<file path="src/rtl/rms_dbfs_level_meter_assert.svh">
// assertion macros for the level meter, sampled on clk and idle while arst_n is low
`ifndef RMS_DBFS_LEVEL_METER_ASSERT_SVH
`define RMS_DBFS_LEVEL_METER_ASSERT_SVH

// same-cycle implication
`define RDLM_ASSERT_IMP(label, ante, cons) \
	label: assert property (@(posedge clk) disable iff (!arst_n) (ante) |-> (cons)) \
		else $error("rdlm: same-cycle check failed");

// next-cycle implication
`define RDLM_ASSERT_NXT(label, ante, cons) \
	label: assert property (@(posedge clk) disable iff (!arst_n) (ante) |=> (cons)) \
		else $error("rdlm: next-cycle check failed");

`endif

</file>
<file path="src/rtl/rdlm_pkg.sv">
package rdlm_pkg;

	localparam int unsigned MAX_FRAME_DEF   = 512;
	localparam int unsigned SAMPLE_W        = 24;
	localparam int unsigned LEVEL_W         = 12;
	localparam int unsigned FRAME_SAMPLES_W = 10;
	localparam int unsigned SILENCE_W       = 23;
	localparam int unsigned CFG_DATA_W      = 23;
	localparam int unsigned CFG_INDEX_W     = 1;
	localparam int unsigned MUL_W           = 32;
	localparam int unsigned FRAC_BITS       = 16;
	localparam int unsigned FRAC_CNT_W      = $clog2(FRAC_BITS);
	// a full-scale magnitude of 2^23 squared
	localparam int unsigned SQUARE_W        = 47;
	// multiplicand of the wide multiply by the frame length
	localparam int unsigned WIDE_W          = 47;
	localparam int unsigned K_W             = 22;

	// (2^23 - 1)^2, full scale power
	localparam logic [WIDE_W-1:0] FS_SQUARED = 47'd70368727400449;
	// 16 * 10 * log10(2) in Q16
	localparam logic [K_W-1:0] LEVEL_K = 22'd3156528;
	localparam logic [63:0] ROUND_BIAS = 64'h0000_0000_7FFF_FFFF;
	localparam logic [LEVEL_W-1:0] LEVEL_MAG_MAX = 12'd2048;

	localparam logic [SILENCE_W-1:0] SILENCE_RST = 23'd16;
	localparam logic signed [LEVEL_W-1:0] FLOOR_RST = -12'sd1440;

	typedef enum logic [CFG_INDEX_W-1:0] {
		REG_SILENCE_RMS = 1'b0,
		REG_FLOOR_LEVEL = 1'b1
	} reg_index_t;

	typedef enum logic [4:0] {
		ST_IDLE,
		ST_SQ,
		ST_ACC,
		ST_THR_SQ,
		ST_THR_LD,
		ST_WLO,
		ST_WHI,
		ST_WSUM,
		ST_CHK,
		ST_LOAD,
		ST_NORM,
		ST_MLD,
		ST_FMUL,
		ST_FUPD,
		ST_LOGD,
		ST_SCALE,
		ST_ROUND,
		ST_EMIT
	} state_t;

	typedef struct packed {
		state_t state;
		logic   phase;
		logic   which;
	} ctrl_t;

	typedef struct packed {
		logic accept;
		logic close;
		logic silent;
		logic d_neg;
		logic norm_last;
		logic out_free;
	} stat_t;

endpackage

</file>
<file path="src/rtl/rdlm_in_if.sv">
interface rdlm_in_if;
	logic valid;
	logic ready;
	logic signed [rdlm_pkg::SAMPLE_W-1:0] sample;
	logic frame_end;

	modport source (output valid, output sample, output frame_end, input ready);
	modport sink (input valid, input sample, input frame_end, output ready);
endinterface

</file>
<file path="src/rtl/rdlm_out_if.sv">
interface rdlm_out_if;
	logic valid;
	logic ready;
	logic signed [rdlm_pkg::LEVEL_W-1:0] level_db;
	logic [rdlm_pkg::FRAME_SAMPLES_W-1:0] frame_samples;
	logic silent;

	modport source (output valid, output level_db, output frame_samples, output silent,
		input ready);
	modport sink (input valid, input level_db, input frame_samples, input silent,
		output ready);
endinterface

</file>
<file path="src/rtl/rdlm_mul.sv">
module rdlm_mul (
	input  logic                            clk,
	input  logic [rdlm_pkg::MUL_W-1:0]      a,
	input  logic [rdlm_pkg::MUL_W-1:0]      b,
	output logic [2*rdlm_pkg::MUL_W-1:0]    prod
);

	logic [2*rdlm_pkg::MUL_W-1:0] full;
	logic [2*rdlm_pkg::MUL_W-1:0] prod_q;

	assign full = a * b;

	always_ff @(posedge clk) begin
		prod_q <= full;
	end

	assign prod = prod_q;

endmodule

</file>
<file path="src/rtl/rdlm_seq.sv">
module rdlm_seq (
	input  logic            clk,
	input  logic            arst_n,
	input  rdlm_pkg::stat_t stat,
	output rdlm_pkg::ctrl_t ctrl
);

	rdlm_pkg::state_t state_q, state_d;
	logic phase_q, phase_d;
	logic which_q, which_d;
	logic [rdlm_pkg::FRAC_CNT_W-1:0] fit_q, fit_d;

	always_ff @(posedge clk or negedge arst_n) begin
		if (!arst_n) begin
			state_q <= rdlm_pkg::ST_IDLE;
			phase_q <= 1'b0;
			which_q <= 1'b0;
			fit_q   <= '0;
		end else begin
			state_q <= state_d;
			phase_q <= phase_d;
			which_q <= which_d;
			fit_q   <= fit_d;
		end
	end

	always_comb begin
		state_d = state_q;
		phase_d = phase_q;
		which_d = which_q;
		fit_d   = fit_q;
		case (state_q)
			rdlm_pkg::ST_IDLE: begin
				if (stat.accept) state_d = rdlm_pkg::ST_SQ;
			end
			rdlm_pkg::ST_SQ: state_d = rdlm_pkg::ST_ACC;
			rdlm_pkg::ST_ACC: begin
				state_d = stat.close ? rdlm_pkg::ST_THR_SQ : rdlm_pkg::ST_IDLE;
			end
			rdlm_pkg::ST_THR_SQ: begin
				phase_d = 1'b0;
				state_d = rdlm_pkg::ST_THR_LD;
			end
			rdlm_pkg::ST_THR_LD: state_d = rdlm_pkg::ST_WLO;
			rdlm_pkg::ST_WLO:    state_d = rdlm_pkg::ST_WHI;
			rdlm_pkg::ST_WHI:    state_d = rdlm_pkg::ST_WSUM;
			rdlm_pkg::ST_WSUM:   state_d = rdlm_pkg::ST_CHK;
			rdlm_pkg::ST_CHK: begin
				if (!phase_q) begin
					if (stat.silent) begin
						state_d = rdlm_pkg::ST_EMIT;
					end else begin
						phase_d = 1'b1;
						state_d = rdlm_pkg::ST_WLO;
					end
				end else begin
					which_d = 1'b0;
					state_d = rdlm_pkg::ST_LOAD;
				end
			end
			rdlm_pkg::ST_LOAD: state_d = rdlm_pkg::ST_NORM;
			rdlm_pkg::ST_NORM: begin
				if (stat.norm_last) state_d = rdlm_pkg::ST_MLD;
			end
			rdlm_pkg::ST_MLD: begin
				fit_d   = '0;
				state_d = rdlm_pkg::ST_FMUL;
			end
			rdlm_pkg::ST_FMUL: state_d = rdlm_pkg::ST_FUPD;
			rdlm_pkg::ST_FUPD: begin
				if (fit_q == rdlm_pkg::FRAC_CNT_W'(rdlm_pkg::FRAC_BITS - 1)) begin
					fit_d   = '0;
					state_d = rdlm_pkg::ST_LOGD;
				end else begin
					fit_d   = fit_q + 1'b1;
					state_d = rdlm_pkg::ST_FMUL;
				end
			end
			rdlm_pkg::ST_LOGD: begin
				if (!which_q) begin
					which_d = 1'b1;
					state_d = rdlm_pkg::ST_LOAD;
				end else begin
					state_d = rdlm_pkg::ST_SCALE;
				end
			end
			rdlm_pkg::ST_SCALE: begin
				state_d = stat.d_neg ? rdlm_pkg::ST_ROUND : rdlm_pkg::ST_EMIT;
			end
			rdlm_pkg::ST_ROUND: state_d = rdlm_pkg::ST_EMIT;
			rdlm_pkg::ST_EMIT: begin
				if (stat.out_free) state_d = rdlm_pkg::ST_IDLE;
			end
			default: state_d = rdlm_pkg::ST_IDLE;
		endcase
	end

	assign ctrl.state = state_q;
	assign ctrl.phase = phase_q;
	assign ctrl.which = which_q;

endmodule

</file>
<file path="src/rtl/rms_dbfs_level_meter.sv">
// RMS level meter for signed 24-bit audio. Samples arrive one beat at a time on the audio
// channel; each is squared and added to a running sum while a sample counter advances. A
// frame closes on a beat with frame_end set or when the counter reaches MAX_FRAME, and one
// beat then leaves on the meter channel: the level 10*log10(mean square / full scale^2) in
// 1/16 dB steps (0 dBFS is 24-bit full scale, results clipped to -2048..0), the number of
// samples in the frame, and a silent flag. When the RMS is at or below silence_rms the
// frame is silent and level_db carries floor_level as written. All arithmetic runs on a
// single registered 32x32 multiplier under a small sequencer, and the block takes no new
// sample while it works: an ordinary sample is squared and added, a sample that closes a
// frame also forms silence_rms^2 times n for the silence check, and a frame with signal
// then forms full scale^2 times n and takes the two base-2 logarithms (each a normalising
// shift of one step per cycle, then 16 squarings through the multiplier). A finished result
// sits in the output register, so the next frame is collected while it waits; only the
// close of that next frame stalls until the meter beat is taken. Configuration registers:
// index 0 silence_rms (reset 16), index 1 floor_level (reset -1440).
`include "rms_dbfs_level_meter_assert.svh"

module rms_dbfs_level_meter #(
	parameter int unsigned MAX_FRAME = rdlm_pkg::MAX_FRAME_DEF
) (
	input  logic                                clk,
	input  logic                                arst_n,
	rdlm_in_if.sink                             audio,
	rdlm_out_if.source                          meter,
	input  logic                                cfg_we,
	input  logic [rdlm_pkg::CFG_INDEX_W-1:0]    cfg_index,
	input  logic [rdlm_pkg::CFG_DATA_W-1:0]     cfg_data
);

	// counter holds MAX_FRAME itself
	localparam int unsigned N_W   = $clog2(MAX_FRAME + 1);
	// sum of MAX_FRAME full-scale squares
	localparam int unsigned SUM_W = rdlm_pkg::SQUARE_W + $clog2(MAX_FRAME);
	// log argument: the sum or the full-scale power times n, both fit SUM_W
	localparam int unsigned LOG_W = SUM_W;
	localparam int unsigned E_W   = $clog2(LOG_W);
	localparam int unsigned L2_W  = E_W + rdlm_pkg::FRAC_BITS;
	localparam int unsigned D_W   = L2_W + 1;
	localparam int unsigned LO_W  = rdlm_pkg::MUL_W + N_W;
	localparam int unsigned MW    = rdlm_pkg::MUL_W;
	localparam int unsigned LW    = rdlm_pkg::LEVEL_W;

	rdlm_pkg::ctrl_t ctrl;
	rdlm_pkg::stat_t stat;

	// configuration
	logic [rdlm_pkg::SILENCE_W-1:0] silence_q;
	logic signed [LW-1:0]           floor_q;

	// accumulation
	logic [rdlm_pkg::SAMPLE_W-1:0]  mag;
	logic [rdlm_pkg::SAMPLE_W-1:0]  mag_q;
	logic                           last_q;
	logic [SUM_W-1:0]               sum_q;
	logic [N_W-1:0]                 cnt_q;
	logic [N_W-1:0]                 cnt_next;

	// wide multiply by n and the silence check
	logic [rdlm_pkg::WIDE_W-1:0]    x_q;
	logic [LO_W-1:0]                lo_q;
	logic [SUM_W-1:0]               w_q;
	logic                           silent_q;

	// logarithm
	logic [LOG_W-1:0]               v_q;
	logic [LOG_W-1:0]               shifted;
	logic                           top_zero;
	logic [E_W-1:0]                 amt_q;
	logic [E_W-1:0]                 e_q;
	logic [30:0]                    m_q;
	logic [31:0]                    sq;
	logic [rdlm_pkg::FRAC_BITS-1:0] frac_q;
	logic [L2_W-1:0]                l2s_q;
	logic signed [D_W-1:0]          d_q;
	logic [D_W-1:0]                 dmag;

	// scaling and rounding
	logic [63:0]                    rnd;
	logic [LW-1:0]                  mag_clip;
	logic [LW-1:0]                  level_q;

	// result register
	logic                           ovld_q;
	logic signed [LW-1:0]           lvl_out_q;
	logic [rdlm_pkg::FRAME_SAMPLES_W-1:0] fs_out_q;
	logic                           sil_out_q;

	// shared multiplier
	logic [MW-1:0]                  mul_a;
	logic [MW-1:0]                  mul_b;
	logic [2*MW-1:0]                prod;

	rdlm_seq u_seq (
		.clk    (clk),
		.arst_n (arst_n),
		.stat   (stat),
		.ctrl   (ctrl)
	);

	rdlm_mul u_mul (
		.clk  (clk),
		.a    (mul_a),
		.b    (mul_b),
		.prod (prod)
	);

	// the block takes a sample only between frames of work
	assign audio.ready = (ctrl.state == rdlm_pkg::ST_IDLE);

	// magnitude of the sample; the most negative code gives 2^23
	assign mag = audio.sample[rdlm_pkg::SAMPLE_W-1] ? (~audio.sample + 1'b1) : audio.sample;

	assign cnt_next = cnt_q + 1'b1;

	// one normalising step: shift by amt_q if the top amt_q bits are clear
	assign shifted  = v_q << amt_q;
	assign top_zero = ((shifted >> amt_q) == v_q);

	// squared mantissa back to Q30
	assign sq = prod[61:30];

	assign dmag = -d_q;

	// round the Q32 magnitude, halves toward zero magnitude, and clip
	assign rnd      = prod + rdlm_pkg::ROUND_BIAS;
	assign mag_clip = (rnd[63:32] > 32'(rdlm_pkg::LEVEL_MAG_MAX)) ?
		rdlm_pkg::LEVEL_MAG_MAX : rnd[32+LW-1:32];

	assign stat.accept    = audio.valid && audio.ready;
	assign stat.close     = last_q || (cnt_next == N_W'(MAX_FRAME));
	assign stat.silent    = (sum_q <= w_q);
	assign stat.d_neg     = d_q[D_W-1];
	assign stat.norm_last = (amt_q == E_W'(1));
	assign stat.out_free  = !ovld_q || meter.ready;

	// operand selection for the shared multiplier
	always_comb begin
		mul_a = '0;
		mul_b = '0;
		case (ctrl.state)
			rdlm_pkg::ST_SQ: begin
				mul_a = MW'(mag_q);
				mul_b = MW'(mag_q);
			end
			rdlm_pkg::ST_THR_SQ: begin
				mul_a = MW'(silence_q);
				mul_b = MW'(silence_q);
			end
			rdlm_pkg::ST_WLO: begin
				mul_a = x_q[MW-1:0];
				mul_b = MW'(cnt_q);
			end
			rdlm_pkg::ST_WHI: begin
				mul_a = MW'(x_q[rdlm_pkg::WIDE_W-1:MW]);
				mul_b = MW'(cnt_q);
			end
			rdlm_pkg::ST_FMUL: begin
				mul_a = MW'(m_q);
				mul_b = MW'(m_q);
			end
			rdlm_pkg::ST_SCALE: begin
				mul_a = MW'(dmag);
				mul_b = MW'(rdlm_pkg::LEVEL_K);
			end
			default: begin
				mul_a = '0;
				mul_b = '0;
			end
		endcase
	end

	// configuration, frame state and result valid
	always_ff @(posedge clk or negedge arst_n) begin
		if (!arst_n) begin
			silence_q <= rdlm_pkg::SILENCE_RST;
			floor_q   <= rdlm_pkg::FLOOR_RST;
			sum_q     <= '0;
			cnt_q     <= '0;
			ovld_q    <= 1'b0;
		end else begin
			if (cfg_we) begin
				case (cfg_index)
					rdlm_pkg::REG_SILENCE_RMS: silence_q <= cfg_data;
					rdlm_pkg::REG_FLOOR_LEVEL: floor_q <= cfg_data[LW-1:0];
					default: ;
				endcase
			end
			// a new result takes the register as the old beat leaves
			if (ctrl.state == rdlm_pkg::ST_EMIT && stat.out_free) begin
				ovld_q <= 1'b1;
			end else if (meter.valid && meter.ready) begin
				ovld_q <= 1'b0;
			end
			case (ctrl.state)
				rdlm_pkg::ST_ACC: begin
					sum_q <= sum_q + SUM_W'(prod[rdlm_pkg::SQUARE_W-1:0]);
					cnt_q <= cnt_next;
				end
				rdlm_pkg::ST_EMIT: begin
					// result leaves, frame state starts afresh
					if (stat.out_free) begin
						sum_q  <= '0;
						cnt_q  <= '0;
					end
				end
				default: ;
			endcase
		end
	end

	// datapath registers
	always_ff @(posedge clk) begin
		case (ctrl.state)
			rdlm_pkg::ST_IDLE: begin
				if (stat.accept) begin
					mag_q  <= mag;
					last_q <= audio.frame_end;
				end
			end
			// silence_rms^2 becomes the multiplicand for the threshold
			rdlm_pkg::ST_THR_LD: x_q <= prod[rdlm_pkg::WIDE_W-1:0];
			rdlm_pkg::ST_WHI:    lo_q <= prod[LO_W-1:0];
			rdlm_pkg::ST_WSUM: begin
				w_q <= SUM_W'(lo_q) + {prod[SUM_W-MW-1:0], {MW{1'b0}}};
			end
			rdlm_pkg::ST_CHK: begin
				// first pass gives the threshold, second the full-scale power
				if (!ctrl.phase) begin
					silent_q <= stat.silent;
					x_q      <= rdlm_pkg::FS_SQUARED;
				end
			end
			rdlm_pkg::ST_LOAD: begin
				v_q    <= ctrl.which ? w_q : sum_q;
				e_q    <= E_W'(LOG_W - 1);
				amt_q  <= E_W'(1 << (E_W - 1));
				frac_q <= '0;
			end
			rdlm_pkg::ST_NORM: begin
				if (top_zero) begin
					v_q <= shifted;
					e_q <= e_q - amt_q;
				end
				amt_q <= amt_q >> 1;
			end
			// mantissa with its top bit at bit 30
			rdlm_pkg::ST_MLD: m_q <= v_q[LOG_W-1 -: 31];
			rdlm_pkg::ST_FUPD: begin
				if (sq[31]) begin
					m_q    <= sq[31:1];
					frac_q <= {frac_q[rdlm_pkg::FRAC_BITS-2:0], 1'b1};
				end else begin
					m_q    <= sq[30:0];
					frac_q <= {frac_q[rdlm_pkg::FRAC_BITS-2:0], 1'b0};
				end
			end
			rdlm_pkg::ST_LOGD: begin
				if (!ctrl.which) begin
					l2s_q <= {e_q, frac_q};
				end else begin
					d_q <= $signed({1'b0, l2s_q}) - $signed({1'b0, e_q, frac_q});
				end
			end
			// at or above full scale reads as 0 dB
			rdlm_pkg::ST_SCALE: begin
				if (!d_q[D_W-1]) level_q <= '0;
			end
			rdlm_pkg::ST_ROUND: level_q <= LW'(0) - mag_clip;
			rdlm_pkg::ST_EMIT: begin
				if (stat.out_free) begin
					lvl_out_q <= silent_q ? floor_q : $signed(level_q);
					fs_out_q  <= rdlm_pkg::FRAME_SAMPLES_W'(cnt_q);
					sil_out_q <= silent_q;
				end
			end
			default: ;
		endcase
	end

	assign meter.valid         = ovld_q;
	assign meter.level_db      = lvl_out_q;
	assign meter.frame_samples = fs_out_q;
	assign meter.silent        = sil_out_q;

	// a sample is never taken into a frame that is already full
	`RDLM_ASSERT_IMP(a_accept_below_max, audio.valid && audio.ready, cnt_q < N_W'(MAX_FRAME))
	// a silent frame reports the floor register
	`RDLM_ASSERT_IMP(a_silent_floor, meter.valid && meter.silent, meter.level_db == floor_q)
	// a measured level never rises above full scale
	`RDLM_ASSERT_IMP(a_level_range, meter.valid && !meter.silent,
		meter.level_db[LW-1] || meter.level_db == '0)
	// emitting a result starts a fresh frame and shows the beat
	`RDLM_ASSERT_NXT(a_emit_clears, ctrl.state == rdlm_pkg::ST_EMIT && stat.out_free,
		cnt_q == '0 && meter.valid)

endmodule

</file>
<file path="src/flat_wrapper.sv">
// flat-port wrapper written by rule: the top's interface ports become plain ports
module rms_dbfs_level_meter_flat 
#(
	parameter int unsigned MAX_FRAME = rdlm_pkg::MAX_FRAME_DEF
)
  (clk, arst_n, cfg_we, cfg_index, cfg_data, audio_valid, audio_sample, audio_frame_end, audio_ready, meter_valid, meter_level_db, meter_frame_samples, meter_silent, meter_ready);
  rdlm_in_if audio_i ();
  rdlm_out_if meter_i ();
  input  logic clk;
  input  logic arst_n;
  input  logic cfg_we;
  input  logic [rdlm_pkg::CFG_INDEX_W-1:0] cfg_index;
  input  logic [rdlm_pkg::CFG_DATA_W-1:0] cfg_data;
  input wire logic [$bits(audio_i.valid)-1:0] audio_valid;
  input wire logic [$bits(audio_i.sample)-1:0] audio_sample;
  input wire logic [$bits(audio_i.frame_end)-1:0] audio_frame_end;
  output wire logic [$bits(audio_i.ready)-1:0] audio_ready;
  output wire logic [$bits(meter_i.valid)-1:0] meter_valid;
  output wire logic [$bits(meter_i.level_db)-1:0] meter_level_db;
  output wire logic [$bits(meter_i.frame_samples)-1:0] meter_frame_samples;
  output wire logic [$bits(meter_i.silent)-1:0] meter_silent;
  input wire logic [$bits(meter_i.ready)-1:0] meter_ready;
  assign audio_i.valid = audio_valid;
  assign audio_i.sample = audio_sample;
  assign audio_i.frame_end = audio_frame_end;
  assign audio_ready = audio_i.ready;
  assign meter_valid = meter_i.valid;
  assign meter_level_db = meter_i.level_db;
  assign meter_frame_samples = meter_i.frame_samples;
  assign meter_silent = meter_i.silent;
  assign meter_i.ready = meter_ready;
  rms_dbfs_level_meter #(.MAX_FRAME(MAX_FRAME)) u_core (.clk(clk), .arst_n(arst_n), .audio(audio_i), .meter(meter_i), .cfg_we(cfg_we), .cfg_index(cfg_index), .cfg_data(cfg_data));
endmodule
</file>
<file path="config.mk">
export PLATFORM = sky130hd
export DESIGN_NAME = rms_dbfs_level_meter_flat
export DESIGN_NICKNAME = d
export VERILOG_FILES = /design/src/rtl/rdlm_pkg.sv /design/src/rtl/rdlm_in_if.sv /design/src/rtl/rdlm_out_if.sv /design/src/rtl/rdlm_mul.sv /design/src/rtl/rdlm_seq.sv /design/src/rtl/rms_dbfs_level_meter.sv /design/src/flat_wrapper.sv
export VERILOG_INCLUDE_DIRS = /design/src /design/src/rtl
export SDC_FILE = /design/constraint.sdc
export NUM_CORES = 2
export LEC_CHECK = 0
export BUFFER_PORTS_ARGS = -buffer_cell sky130_fd_sc_hd__buf_2
export CELL_PAD_IN_SITES_DETAIL_PLACEMENT = 0
export CELL_PAD_IN_SITES_GLOBAL_PLACEMENT = 1
export CORE_UTILIZATION = 40
export DETAILED_ROUTE_END_ITERATION = 8
export PLACE_DENSITY = 0.71
export SETUP_SLACK_MARGIN = 0.15
export SLEW_MARGIN = 30
export SYNTH_ARGS = -nofsm -noshare
export SYNTH_HDL_FRONTEND = slang
export SYNTH_SLANG_ARGS = --single-unit
</file>
<file path="constraint.sdc">
create_clock -name clk -period 13.65 [get_ports clk]
set_input_delay 2.73 -clock clk [delete_from_list [all_inputs] [get_ports clk]]
set_output_delay 2.73 -clock clk [all_outputs]
set_load 0.01 [all_outputs]
</file>
==> metrics.txt <==
status=finished, violations left; failing checks=design-rule violations; core area=0.165 sq mm; WS Path Type=reg -> reg; first-pass GRT wire length=412000 um; Req. time, crit path=14.16 ns; Achievable Freq=82.7 MHz; leak pwr=32.7 nW; actual slew at the worst max-slew pin=1.08 ns; Tcrit/Tclk final=88.6%; combinational power share=68.8%; setup violators final=0; Synth top cells by count=inv_1, fa_1, nand2_1; placement row count=149; setup ws final=1.55 ns; Critical Path Start Type=flip-flop; Synth cell types=109; most frequent cell after synthesis=inv_1; Syn Inst Count=7051; Worst VDD drop=0.000164 V; IO Pins=79; Primary FF master, synth=edfxtp_1; Rel. slew slack=27.9%; HPWL Detailed=228000 um; HP Class=reg -> reg; Remaining DRCs=56; Max clock buf depth=3; GPL Wtd Cong=1.05; TritonCTS Sinks=542; Switching Fraction=54.2%; Internal=0.00700 W; total number of vias=55600; DR WL/cell=31.2 um; crit path max fanout=23; largest net degree at the start of global routing=119; clock power share=12.6%; CP Data Arrival Time=12.61 ns; die height=410 um; drt first-iter violations=7050; Tot GR Track Use=34.5%; Area growth, synth to finish=8.63%; Die W=410 um; starting density of the core=40.3%; CTS tree=done; slowest stage delay, CP=0.66 ns; Total Routed Length=290000 um; RSZ-0062 raised after global routing=no; pre-CTS WS=1.77 ns; vias in the first global route=55600; IO buf count=78; vias per inst=5.99; Top cell by count, worst path=fa_1; Sw Pwr=0.00827 W; non-filler cells, final=9283; PwrDens=212 mW/mm^2; Clock transition at path regs=0.06 ns; antenna violations before repair=18; setup TNS=0 ns; warnings from Yosys=0; Post-Syn Area=0.0664 sq mm; Clk Latency, worst-skew pair=0.69 ns; top cell type's share of synthesized area=26.2%; skew final=0.0515 ns; H-tree depth=3; Final Critical Period=12.10 ns; nets=8358; post-route ant nets=0; root buffer cell=clkbuf_16; drt pass-1 iters=8; GRT overflow=0; CTS Hold Buffers Added=0; Die ar.=0.168 sq mm; max_cap viols=0; EDFF count, synth=366; CTS Buf Count=69; CP endpoint kind=flip-flop; max-slew violations=0; flops & latches, synth=542; # resized after CTS=0; leading area contributor after synthesis=fa_1; Seq/Total Area, Yosys=22.7%; setup repair bufs after CTS=0; Final Hold Fails=0; slowest CP cell=nor3_2; Placed Cells=9151; share of cells above drive strength 1=9.24%; Flop pwr share=18.5%; syn_area_per_cell=9.42 sq um; ranking of synthesized cells by area=fa_1, edfxtp_1, ha_1; ys async rst share=20.8%
-- power by group through the flow --
stage	Clock (W)	Combinational, W	Sequential, W
2_1_floorplan	0	0.00666	0.00249
5_1_grt	0.00201	0.0114	0.00283
4_1_cts	0.00196	0.0103	0.00280
3_3_place_gp	0	0.0101	0.00282
3_5_place_dp	0	0.0102	0.00283
6_report	0.00193	0.0105	0.00283
-- flip-flops by register name, indices dropped and copies added (netlist names), 16 cells and up --
name / cells
u_core.frac_q: 16
u_core.w_q: 56
u_core.mag_q: 24
u_core.l2s_q: 22
u_core.v_q: 56
u_core.sum_q: 56
u_core.x_q: 47
u_core.u_mul.prod: 63
u_core.lo_q: 42
u_core.silence_q: 23
u_core.m_q: 31
u_core.d_q: 23
-- metrics by stage --
| stage | cell area, sq um | hold slack [ns] | utilization (%) | total power [W] |
|---|---|---|---|---|
| final | 72200 | 0.411 | 43.7 | 0.0153 |
| after detailed placement | 69800 | 0.405 | 42.3 | 0.0130 |
| after global routing | 72200 | 0.419 | 43.7 | 0.0162 |
| after floorplan | 66500 | 0.400 | - | 0.00915 |
| after global placement | 69700 | 0.400 | 42.3 | 0.0130 |
| after CTS | 72100 | 0.412 | 43.7 | 0.0150 |
-- critical path: cells and delay by family, from the launching register on --
kind                       cells  cell delay (ns)
AOI/OAI and AO/OA             10             3.04
xor gates and xnor gates       1             0.17
adders and majority gates      9             4.35
DFF                            1             0.56
buffers and inverters         11             1.70
and+or+nand+nor                8             2.07
-- metal layers --
metal  routed length [um]  share of wire (%)  up-vias  GRT usage, %
met5                   73              0.025        -             0
met4                16300                5.6       12          16.0
met3                32500                 11      670          9.47
met2               123000                 42     3314          50.8
met1               119000                 41    28100          46.9
li1                     -                  -    23500             -
-- area by class of cell --
cell class / count / area [sq um]
Antenna cell: 5 / 12.5
Clock buffer: 87 / 1880
Clock inverter: 40 / 450
Fill cell: 16100 / 92800
Inverter: 1073 / 4040
Multi-Input combinational cell: 5084 / 46100
Sequential cell: 542 / 15100
Tap cell: 2189 / 2740
Timing Repair Buffer: 263 / 1840
-- cell families (layout without fill, tap and decap cells) --
kind of cell    count (synthesis)  after routing  synth area share [%]
fa+ha+maj                    1271           1271                  33.8
other cells                     2             26                0.0113
xor+xnor                      194            194                  2.56
simple gates                 2101           2101                  13.9
flops                         542            542                  22.7
buf+inv                      1444           1463                  8.51
mux                           348            348                  6.94
compound gates               1149           1149                  11.6
-- cell usage in the layout, fill, tap and decap left out, types with 71 or more instances in the layout --
master     count
nor2_1       633
clkbuf_16     71
a21o_1        99
xnor2_1      133
o21ai_0      269
mux2i_1      160
mux2_2       109
dfrtp_1      107
fa_1         870
buf_4        181
nand2b_1      76
edfxtp_1     366
ha_1         401
nand2_1      866
inv_1       1065
buf_2         77
a21oi_1      216
nand3_1      115
-- path summary, 6_finish.rpt --
check | from | endpoint | slack [ns] | cells after the start
max | u_core.u_seq.state_q[3] | u_core.u_mul.prod[60] | 1.55 | 39
min | u_core.lo_q[10] | u_core.w_q[10] | 0.41 | 0
max reg2reg | u_core.u_seq.state_q[3] | u_core.u_mul.prod[60] | 1.55 | 39
min reg2reg | u_core.lo_q[10] | u_core.w_q[10] | 0.41 | 0
max in group asynchronous | arst_n | u_core.sum_q[29] | 10.13 | 2
min in group asynchronous | arst_n | u_core.u_seq.fit_q[0] | 2.15 | 1
Note: power is estimated with default switching activity, not from simulation.
